**src/hw/rtl/djct_pkg.sv**
```systemverilog
`timescale 1ns / 1ps
package djct_pkg;

  typedef enum logic {
    OP_UPDATE = 1'b0,
    OP_WAIT   = 1'b1
  } op_t;

  typedef enum logic [2:0] {
    ST_UPDATED = 3'd0,
    ST_PAST    = 3'd1,
    ST_WAITING = 3'd2,
    ST_MISSING = 3'd3,
    ST_EXISTS  = 3'd4,
    ST_FULL    = 3'd5
  } status_t;

  typedef enum logic [1:0] {
    S_IDLE,
    S_SWEEP,
    S_APPLY
  } state_t;

  localparam logic signed [16:0] COUNT_MAX = 17'sd32767;

  typedef struct packed {
    op_t                op;
    logic [31:0]        deadline;
    logic signed [15:0] increment;
  } item_t;

  typedef struct packed {
    status_t status;
    logic    wake;
    logic    underflow;
  } result_t;

  // search token that walks the row of cells, one cell per cycle
  typedef struct packed {
    logic               live;
    logic [31:0]        key;
    logic               match;
    logic signed [15:0] count;
    logic               waiter;
    logic               free_found;
    logic               any_valid;
    logic [31:0]        min_dl;
  } tok_t;

  // write broadcast to the cell that claimed the match or the free slot
  typedef struct packed {
    logic               en;
    logic               to_match;
    logic               valid;
    logic               waiter;
    logic signed [15:0] count;
    logic [31:0]        deadline;
  } wr_t;

endpackage

```
**src/hw/rtl/deadline_job_count_table.sv**
```systemverilog
`timescale 1ns / 1ps
// channel   ports                         beat taken when
// item      start, busy, item             start high and busy low
// result    done, result                  done high (one cycle, no back-pressure)
//
// one item at a time: a new item is accepted only after the previous result is out
// the search token steps through the row of ENTRIES cells one cell a cycle;
// the result shows in the cycle after the token leaves the last cell, while the
// claimed entry is written back
// synchronous reset empties the table; no clearing pass is needed
// results cannot be held off, so busy depends only on the item in flight
module deadline_job_count_table #(
  parameter int ENTRIES = 16
) (
  input  logic              clk,
  input  logic              rst,
  input  logic              start,
  input  djct_pkg::item_t   item,
  output logic              busy,
  output djct_pkg::result_t result,
  output logic              done
);

  djct_pkg::tok_t chain [ENTRIES+1];
  djct_pkg::wr_t  wr;
  logic           clr;

  djct_ctrl u_ctrl (
    .clk    (clk),
    .rst    (rst),
    .start  (start),
    .item   (item),
    .tail   (chain[ENTRIES]),
    .busy   (busy),
    .clr    (clr),
    .head   (chain[0]),
    .wr     (wr),
    .result (result),
    .done   (done)
  );

  for (genvar i = 0; i < ENTRIES; i++) begin : g_cell
    djct_cell u_cell (
      .clk     (clk),
      .rst     (rst),
      .clr     (clr),
      .tok_in  (chain[i]),
      .wr      (wr),
      .tok_out (chain[i+1])
    );
  end

  a_accept_busy: assert property (@(posedge clk) disable iff (rst)
    start && !busy |=> busy)
    else $error("busy not raised after accepted beat");

  a_done_single: assert property (@(posedge clk) disable iff (rst)
    done |=> !done)
    else $error("result strobe longer than one cycle");

  a_done_busy: assert property (@(posedge clk) disable iff (rst)
    done |-> busy && !chain[ENTRIES].live)
    else $error("result while idle or token still in row");

  a_flags_update: assert property (@(posedge clk) disable iff (rst)
    done && (result.wake || result.underflow) |-> result.status == djct_pkg::ST_UPDATED)
    else $error("wake or underflow on a non-update status");

  a_write_on_done: assert property (@(posedge clk) disable iff (rst)
    wr.en |-> done)
    else $error("table write outside the result cycle");

endmodule

```
**src/hw/rtl/djct_cell.sv**
```systemverilog
`timescale 1ns / 1ps
module djct_cell (
  input  logic           clk,
  input  logic           rst,
  input  logic           clr,
  input  djct_pkg::tok_t tok_in,
  input  djct_pkg::wr_t  wr,
  output djct_pkg::tok_t tok_out
);

  logic               valid;
  logic [31:0]        deadline;
  logic signed [15:0] count;
  logic               waiter;
  logic               sel_match;
  logic               sel_free;

  logic               hit;
  logic               first_hit;
  logic               first_free;
  djct_pkg::tok_t     tok_next;

  assign hit        = valid && (deadline == tok_in.key);
  assign first_hit  = hit && !tok_in.match;
  assign first_free = !valid && !tok_in.free_found;

  always_comb begin
    tok_next            = tok_in;
    tok_next.match      = tok_in.match | hit;
    tok_next.free_found = tok_in.free_found | !valid;
    tok_next.any_valid  = tok_in.any_valid | valid;
    if (first_hit) begin
      tok_next.count  = count;
      tok_next.waiter = waiter;
    end
    // running minimum over the occupied entries
    if (valid && (!tok_in.any_valid || deadline < tok_in.min_dl)) begin
      tok_next.min_dl = deadline;
    end
  end

  always_ff @(posedge clk) begin
    if (rst) begin
      tok_out.live <= 1'b0;
    end else begin
      tok_out <= tok_next;
    end
  end

  always_ff @(posedge clk) begin
    if (rst) begin
      sel_match <= 1'b0;
      sel_free  <= 1'b0;
    end else if (clr) begin
      sel_match <= 1'b0;
      sel_free  <= 1'b0;
    end else if (tok_in.live) begin
      if (first_hit) begin
        sel_match <= 1'b1;
      end
      if (first_free) begin
        sel_free <= 1'b1;
      end
    end
  end

  always_ff @(posedge clk) begin
    if (rst) begin
      valid <= 1'b0;
    end else if (wr.en && ((wr.to_match && sel_match) || (!wr.to_match && sel_free))) begin
      valid <= wr.valid;
    end
  end

  always_ff @(posedge clk) begin
    if (wr.en && ((wr.to_match && sel_match) || (!wr.to_match && sel_free))) begin
      deadline <= wr.deadline;
      count    <= wr.count;
      waiter   <= wr.waiter;
    end
  end

endmodule

```
**src/hw/rtl/djct_ctrl.sv**
```systemverilog
`timescale 1ns / 1ps
module djct_ctrl (
  input  logic              clk,
  input  logic              rst,
  input  logic              start,
  input  djct_pkg::item_t   item,
  input  djct_pkg::tok_t    tail,
  output logic              busy,
  output logic              clr,
  output djct_pkg::tok_t    head,
  output djct_pkg::wr_t     wr,
  output djct_pkg::result_t result,
  output logic              done
);

  djct_pkg::state_t   state;
  djct_pkg::state_t   state_next;
  djct_pkg::item_t    item_q;
  djct_pkg::result_t  result_next;
  djct_pkg::wr_t      wr_next;
  logic               accept;
  logic               finish;
  logic               have_slot;
  logic               inc_pos;
  logic signed [15:0] base_count;
  logic signed [16:0] sum;
  logic signed [15:0] sum_sat;

  assign accept = start && !busy;
  assign finish = (state == djct_pkg::S_SWEEP) && tail.live;

  always_comb begin
    state_next = state;
    unique case (state)
      djct_pkg::S_IDLE:  if (start) state_next = djct_pkg::S_SWEEP;
      djct_pkg::S_SWEEP: if (tail.live) state_next = djct_pkg::S_APPLY;
      djct_pkg::S_APPLY: state_next = djct_pkg::S_IDLE;
      default:           state_next = djct_pkg::S_IDLE;
    endcase
  end

  always_comb begin
    busy = 1'b1;
    clr  = 1'b0;
    done = 1'b0;
    unique case (state)
      djct_pkg::S_IDLE: begin
        busy = 1'b0;
        clr  = start;
      end
      djct_pkg::S_SWEEP: begin
      end
      djct_pkg::S_APPLY: begin
        done = 1'b1;
      end
      default: begin
      end
    endcase
  end

  always_ff @(posedge clk) begin
    if (rst) begin
      state <= djct_pkg::S_IDLE;
    end else begin
      state <= state_next;
    end
  end

  always_ff @(posedge clk) begin
    if (accept) begin
      item_q <= item;
    end
  end

  always_ff @(posedge clk) begin
    if (rst) begin
      head.live <= 1'b0;
    end else if (accept) begin
      head.live       <= 1'b1;
      head.key        <= item.deadline;
      head.match      <= 1'b0;
      head.count      <= '0;
      head.waiter     <= 1'b0;
      head.free_found <= 1'b0;
      head.any_valid  <= 1'b0;
      head.min_dl     <= '0;
    end else begin
      head.live <= 1'b0;
    end
  end

  // read-modify-write of the claimed entry once the token leaves the row
  assign inc_pos    = !item_q.increment[15] && (item_q.increment != 16'sd0);
  assign base_count = tail.match ? tail.count : 16'sd0;
  assign sum        = {base_count[15], base_count} + {item_q.increment[15], item_q.increment};
  assign sum_sat    = (sum > djct_pkg::COUNT_MAX) ? 16'sh7fff : sum[15:0];

  always_comb begin
    result_next.status    = djct_pkg::ST_UPDATED;
    result_next.wake      = 1'b0;
    result_next.underflow = 1'b0;
    wr_next               = '0;
    have_slot             = 1'b0;
    if (item_q.op == djct_pkg::OP_UPDATE) begin
      priority if (tail.match) begin
        have_slot = 1'b1;
      end else if (!inc_pos) begin
        result_next.underflow = item_q.increment[15];
      end else if (!tail.free_found) begin
        result_next.status = djct_pkg::ST_FULL;
      end else begin
        have_slot = 1'b1;
      end
      if (have_slot) begin
        wr_next.en       = 1'b1;
        wr_next.to_match = tail.match;
        wr_next.deadline = item_q.deadline;
        if (sum_sat[15] || sum_sat == 16'sd0) begin
          // count exhausted: free the entry
          result_next.wake      = tail.match && tail.waiter;
          result_next.underflow = sum_sat[15];
          wr_next.valid         = 1'b0;
          wr_next.waiter        = 1'b0;
          wr_next.count         = 16'sd0;
        end else begin
          wr_next.valid  = 1'b1;
          wr_next.waiter = tail.match && tail.waiter;
          wr_next.count  = sum_sat;
        end
      end
    end else begin
      priority if (tail.match) begin
        if (tail.waiter) begin
          result_next.status = djct_pkg::ST_EXISTS;
        end else begin
          result_next.status = djct_pkg::ST_WAITING;
          wr_next.en         = 1'b1;
          wr_next.to_match   = 1'b1;
          wr_next.valid      = 1'b1;
          wr_next.waiter     = 1'b1;
          wr_next.count      = tail.count;
          wr_next.deadline   = item_q.deadline;
        end
      end else if (tail.any_valid && item_q.deadline < tail.min_dl) begin
        result_next.status = djct_pkg::ST_PAST;
      end else begin
        result_next.status = djct_pkg::ST_MISSING;
      end
    end
  end

  always_ff @(posedge clk) begin
    if (rst) begin
      wr.en <= 1'b0;
    end else if (finish) begin
      wr <= wr_next;
    end else begin
      wr.en <= 1'b0;
    end
  end

  always_ff @(posedge clk) begin
    if (finish) begin
      result <= result_next;
    end
  end

endmodule
```
**config.mk**
```make
export PLATFORM = sky130hd
export DESIGN_NAME = deadline_job_count_table
export DESIGN_NICKNAME = d
export VERILOG_FILES = /design/src/hw/rtl/djct_pkg.sv /design/src/hw/rtl/deadline_job_count_table.sv /design/src/hw/rtl/djct_cell.sv /design/src/hw/rtl/djct_ctrl.sv
export SDC_FILE = /design/constraint.sdc
export NUM_CORES = 2
export LEC_CHECK = 0
export ABC_CLOCK_PERIOD_IN_PS = 56900
export BUFFER_PORTS_ARGS = -buffer_cell sky130_fd_sc_hd__buf_2
export CAP_MARGIN = 15
export CORE_ASPECT_RATIO = 1.5
export CORE_MARGIN = 10
export CORE_UTILIZATION = 50
export CTS_CLUSTER_SIZE = 10
export DETAILED_ROUTE_END_ITERATION = 10
export MAX_ROUTING_LAYER = met4
export PLACE_DENSITY = 0.77
export SLEW_MARGIN = 40
export SYNTH_ARGS = -nofsm -noshare
export SYNTH_HDL_FRONTEND = slang
export SYNTH_SLANG_ARGS = --single-unit
```
**constraint.sdc**
```tcl
create_clock -name clk -period 56.9 [get_ports clk]
set_input_delay 5.69 -clock clk [delete_from_list [all_inputs] [get_ports clk]]
set_output_delay 5.69 -clock clk [all_outputs]
set_load 0.01 [all_outputs]
```
# Word level (Yosys, flattened, before mapping)
# Cells that the tools add are included.
[totals]
reg_bits = 2301
input_bits = 52
[classes]
addsub = 1
n_lt_le_gt_ge = 17
eq_ne = 20
muxes = 59
bitwise = 49
n_reduce_logical = 250
[op_table]
columns = ["cell", "n"]
rows = [
  ["32-bit == test", 16],
  ["32-bit less-than comparator", 16],
  ["32-bit 2-to-1 mux", 15],
  ["17-bit 2-to-1 mux", 15],
  ["52-bit 2-to-1 mux", 4],
  ["1-bit logical AND", 114],
  ["2-bit AND reduction", 35],
  ["1-bit zero test", 63],
  ["1-bit bitwise OR", 45],
  ["1-bit logical OR", 32],
  ["16-bit 2-to-1 mux", 2],
  ["18-bit 2-to-1 mux", 1],
  ["3-bit 2-to-1 mux", 6],
  ["16-bit by 16-bit adder with 17-bit output", 1],
  ["17-bit by 16-bit > comparator with 1-bit output, second input constant", 1],
  ["16-bit zero test", 1],
  ["16-bit nonzero test", 1],
  ["1-bit 2-to-1 mux", 12],
  ["2-bit 2-to-1 mux", 3],
  ["1-bit NOT", 4],
  ["2-bit case mux with 2 select lines", 1],
  ["2-bit OR reduction", 2],
  ["3-bit OR reduction", 1],
  ["2-bit by 1-bit == test with 1-bit output, second input constant", 1],
  ["4 further kinds", 4],
]

# Depth between registers and ports, before layout
[logic_depth]
ltp_word = 9
ltp_mapped = 15

# Hierarchy
# Synthesis repeated with hierarchy kept, for this count alone.
[unflattened]
cells_unflattened = 6329
area_unflattened_um2 = 102684.7
[modules_own_cells]
columns = ["module", "n_inst", "cells_per_inst", "area_per_inst_um2"]
rows = [
  ["djct_cell", 16, 360, 5973.2],
  ["djct_ctrl", 1, 569, 7113.1],
]

# Worst setup path before layout
# No wires, ideal clock.
[synth_timing]
kind = "input port to flip-flop"
start = "input port rst"
end = "register g_cell[0].u_cell.sel_free"
setup_time_ps = 67
t_arrival_ps = 37002
required_ps = 56833
setup_slack_ps = 19831
path_stages = 4
n_path_buf = 1
path_cell_list = "inv_1 o21ai_1 clkbuf_1 nor2_1"
[synth_via]
elab_chain_cells = 1
[synth_lines]
columns = ["element", "line_no", "text"]
rows = [
  ["from (decl)", "deadline_job_count_table.sv:16", "input logic rst,"],
  ["2-bit OR reduction (no line)", "--", ""],
  ["to (signal assigned)", "djct_cell.sv:53", "sel_free <= 1'b0;"],
  ["to (signal assigned)", "djct_cell.sv:56", "sel_free <= 1'b0;"],
  ["to (signal assigned)", "djct_cell.sv:62", "sel_free <= 1'b1;"],
  ["to (decl)", "djct_cell.sv:16", "logic sel_free;"],
]
# Every way passes these cells.
# A chain may end at the register's enable or synchronous reset.

# Worst setup path in the final report
[layout_timing]
start = "input port rst"
end = "register g_cell[14].u_cell.tok_out[53] (netlist name) (enable)"
[layout_rtl]
columns = ["element", "line_no", "text"]
rows = [
  ["to (signal assigned)", "djct_cell.sv:46", "tok_out <= tok_next;"],
  ["to (decl)", "djct_cell.sv:8", "output djct_pkg::tok_t tok_out"],
]
# No word-level cell between the ends.

==> impl_results.md <==
- Outcome: complete, no violations
- Initial antenna violation count: 27
- Row count: 200
- Most frequent CP cell: buf_6
- Max FO, Critical Path: 144
- Post-synthesis mux area share: 0.0874
- Critical-path cell list: buf_2 -> buf_4 -> inv_12 -> buf_12 -> buf_6 -> buf_6 -> buf_4 -> buf_6
- Syn Area/Cell: ~16 um^2
- Fill count: about 15000
- Max cap viols: 0
- Sw Share: 0.210
- GRT Resource Usage Total: 0.249
- Clk Latency, worst-skew pair: 0.94 ns
- Total gr overflow: 0
- Die Wd: 384 um
- Combinational share of power: 0.041
- Gpl congestion: 0.982
- 1st-pass router iterations: 8
- Fin crit share: 0.163
- Port Buf Inserts: 58
- Int Power: between 2 and 3 mW
- Simple-gate share of the synthesized area: 0.0481
- Synth Instances: 6211
- #FFs+latches synth: 2301
- Clock buffer depth: 4
- Final hold vios: 0
- Most frequent cells in the layout: edfxtp_1, mux2_2, inv_1
- Initial Util: 0.502
- Final Max Slew Viols: 0
- Htree depth: 5
- Final Critical Period: approximately 9.3 ns
- I/O pins: 59
- Crit-path max cell delay: 0.65 ns
- Crit path arrival time: about 10 ns
- Clock transition at path regs: 0.05 ns
- Ys async rst share: 0
- Largest delay share family, worst path: buffers and inverters
- # DRC: 0
- Dpl cell area: 104000 um^2
- Data required time of the worst path: ~57 ns
- Hold Path Class: flop to flop
- Core Footprint: 198000 um^2
- PD cells: 32.9 nW/um^2
- Resize count post-CTS: 0
- Post-synth EDFFs: 2233
- Top_reg_cell synth: edfxtp_1
- Setup Buffers After CTS: 0
- Final setup vio count: 0
- Clock tree sinks: 2301
- Vias in the first global route: ~56000
- Layout area overhead: 12.2%
- Critical Path Sink Type: flop
- Post-Synth XOR/XNOR Area: 0.0456
- Compound-gate portion of the synthesized area: 0.0385
- DRT antenna net count: 0
- Hold_buf cts: 0
- Worst slew pin tran: 0.913 ns
- Via-to-Cell Ratio: 5.85
- Syn Nets: a little under 7000
- Commonest non-fill, non-tap cell in the layout: edfxtp_1
- Share of cells above drive strength 1: 0.187
- Chip height: 566 um
- WL per Instance: 28.7 um
- Clock Skews: 0.0873 ns
- Register area: 68400 um^2
- Crit path buf inv count: 8
- Wirelength, routed: 267000 um
- Worst setup SP type: primary input
- VDD IR-drop max: 0.0000289 V
- Clk pwr share: 0.424
- Footprint of the multi-input gates: roughly 29000 um^2
- Sequential fraction of the synthesis area: 0.689
- RSZ-0062 raised after global routing: no
- Synth unique cells: between 70 and 80
- Ys Warns: 0
- Net Switching: slightly below 0.8 mW
- Die Area: 217000 um^2
- Cell Area, Synth: 99400 um^2
- Synth Area in Adders: 0.0647
- Reg power frac: 0.535
- CTS Root Cell: clkbuf_16
- Largest family of logic cells by synthesized area: multiplexers
- Placed wire-length estimate: 190000 um
- Largest net degree at the start of global routing: 145
- Startpoint of the worst hold path: g_cell[13].u_cell.tok_out[84]
- RR Startpoint: g_cell[15].u_cell.tok_out[51]
- Crit path kind: primary input to flop
- Fin nets: 7128
- Final instance area: about 110000 um^2
- Crit path from: rst
- First-pass GRT wire length: 380000 um
- Slew headroom: 0.392
- FMAX: 108 MHz
- TritonCTS clock tree: yes
- Crit-path slowest cell: buf_6
- CTS buffer count: 282
- DRT iter0 DRCs: 5779
- Sum of negative setup slack: 0 ns
- Leak pwr: 40.9 nW
- Vias: around 54000
==> power groups by stage <==
stage,Sequential [mW],Combinational (mW),Clock (mW)
floorplan,2.02,0.102,0
global placement,1.99,0.141,0
detailed placement,1.99,0.147,0
CTS,1.96,0.149,1.57
global route,1.96,0.163,1.64
finish,1.96,0.149,1.55
==> metal layers <==
layer / track usage / up-vias / routed length (um)
met5: - / - / 0
met4: 0.178 / 0 / 22900
met3: 0.0411 / 838 / 18500
met2: 0.407 / 2563 / 132000
met1: 0.276 / 27100 / 93900
li1: - / 23800 / -
==> cell usage after synthesis, types with 8 or more instances <==
master,instances,share of area
buf_6,24,0.0027
and2_1,102,0.0064
o211ai_1,18,0.0014
o21a_1,48,0.0036
mux2i_1,35,0.0035
xor2_1,94,0.0083
a21o_1,116,0.0088
o22ai_1,32,0.0020
a221oi_1,9,0.00079
or2b_1,13,0.00098
a2111oi_0,12,0.0011
inv_1,545,0.021
clkbuf_1,50,0.0019
or2_2,20,0.0013
nand3_1,48,0.0024
mux2_2,574,0.065
nand2b_1,42,0.0026
or2_1,13,0.00082
mux2_1,10,0.0011
buf_2,28,0.0014
nor4_1,54,0.0034
buf_1,9,0.00034
dfxtp_1,68,0.014
xnor2_1,423,0.037
nor2_1,152,0.0057
o21ai_0,108,0.0054
nand2_1,160,0.0060
and3_1,8,0.00050
nand4_1,167,0.011
ha_1,512,0.064
a21oi_1,161,0.0081
a211oi_1,20,0.0015
a31oi_1,9,0.00057
nor3_1,32,0.0016
mux2_4,117,0.018
or4_1,19,0.0014
edfxtp_1,2233,0.67
nor2b_1,42,0.0026
==> logic make-up after synthesis <==
| kind of cell | Yosys count |
|---|---|
| and+or+nand+nor | 892 |
| AOI/OAI and AO/OA | 594 |
| buffers and inverters | 658 |
| DFF | 2301 |
| muxes | 736 |
| adders and majority gates | 513 |
| xor gates and xnor gates | 517 |
==> worst reg2reg max path: stages (launching register included) <==
cell,delay (ns)
edfxtp_1,0.60
buf_4,0.34
and2_1,0.19
ha_1,0.19
inv_1,0.07
fa_1,0.40
nor2b_1,0.18
o31a_1,0.22
o22ai_2,0.13
o41ai_1,0.41
xor2_1,0.18
or3_1,0.40
nor4_1,0.44
o21ai_0,0.16
==> worst paths after layout <==
path	endpoint	slack (ns)	cells after the start
max reg2reg	u_ctrl.wr[48]	52.77	13
min reg2reg	g_cell[14].u_cell.tok_out[84]	0.45	2
min	g_cell[14].u_cell.tok_out[84]	0.45	2
max	g_cell[14].u_cell.tok_out[53]	47.64	8
==> cell type report <==
class                      instances  share of cell area
inverter                         545              0.0185
clock buffer                     364              0.0674
antenna                           17            0.000382
sequential                      2301               0.614
multi-input combinational       3252               0.256
timing repair buffer             181              0.0137
clock inverter                    11             0.00102
tap                             2626              0.0295
==> state kept, by name, summed over array words and instances (netlist names) <==
name	cells
u_ctrl.item_q	49
g_cell.u_cell.waiter	16
g_cell.u_cell.deadline	512
g_cell.u_cell.valid	16
g_cell.u_cell.count	256
g_cell.u_cell.tok_out	1328
g_cell.u_cell.sel_free	16
g_cell.u_cell.sel_match	16
u_ctrl.head	33
u_ctrl.result	5
u_ctrl.state	2
u_ctrl.wr	52
==> through the flow <==
step                total power [mW]  hold WS [ns]   util  cells  setup WS, ns
global placement                2.13         0.435  0.521   8871         45.13
detailed placement              2.14         0.440  0.524   8899         46.68
global route                    3.76         0.470  0.563   9290         47.38
floorplan                       2.12         0.418      -   6211         19.83
CTS                             3.68         0.445  0.562   9274         47.65
finish                          3.66         0.447  0.563   9297         47.64
No activity file was read; power rests on OpenSTA's default activity.
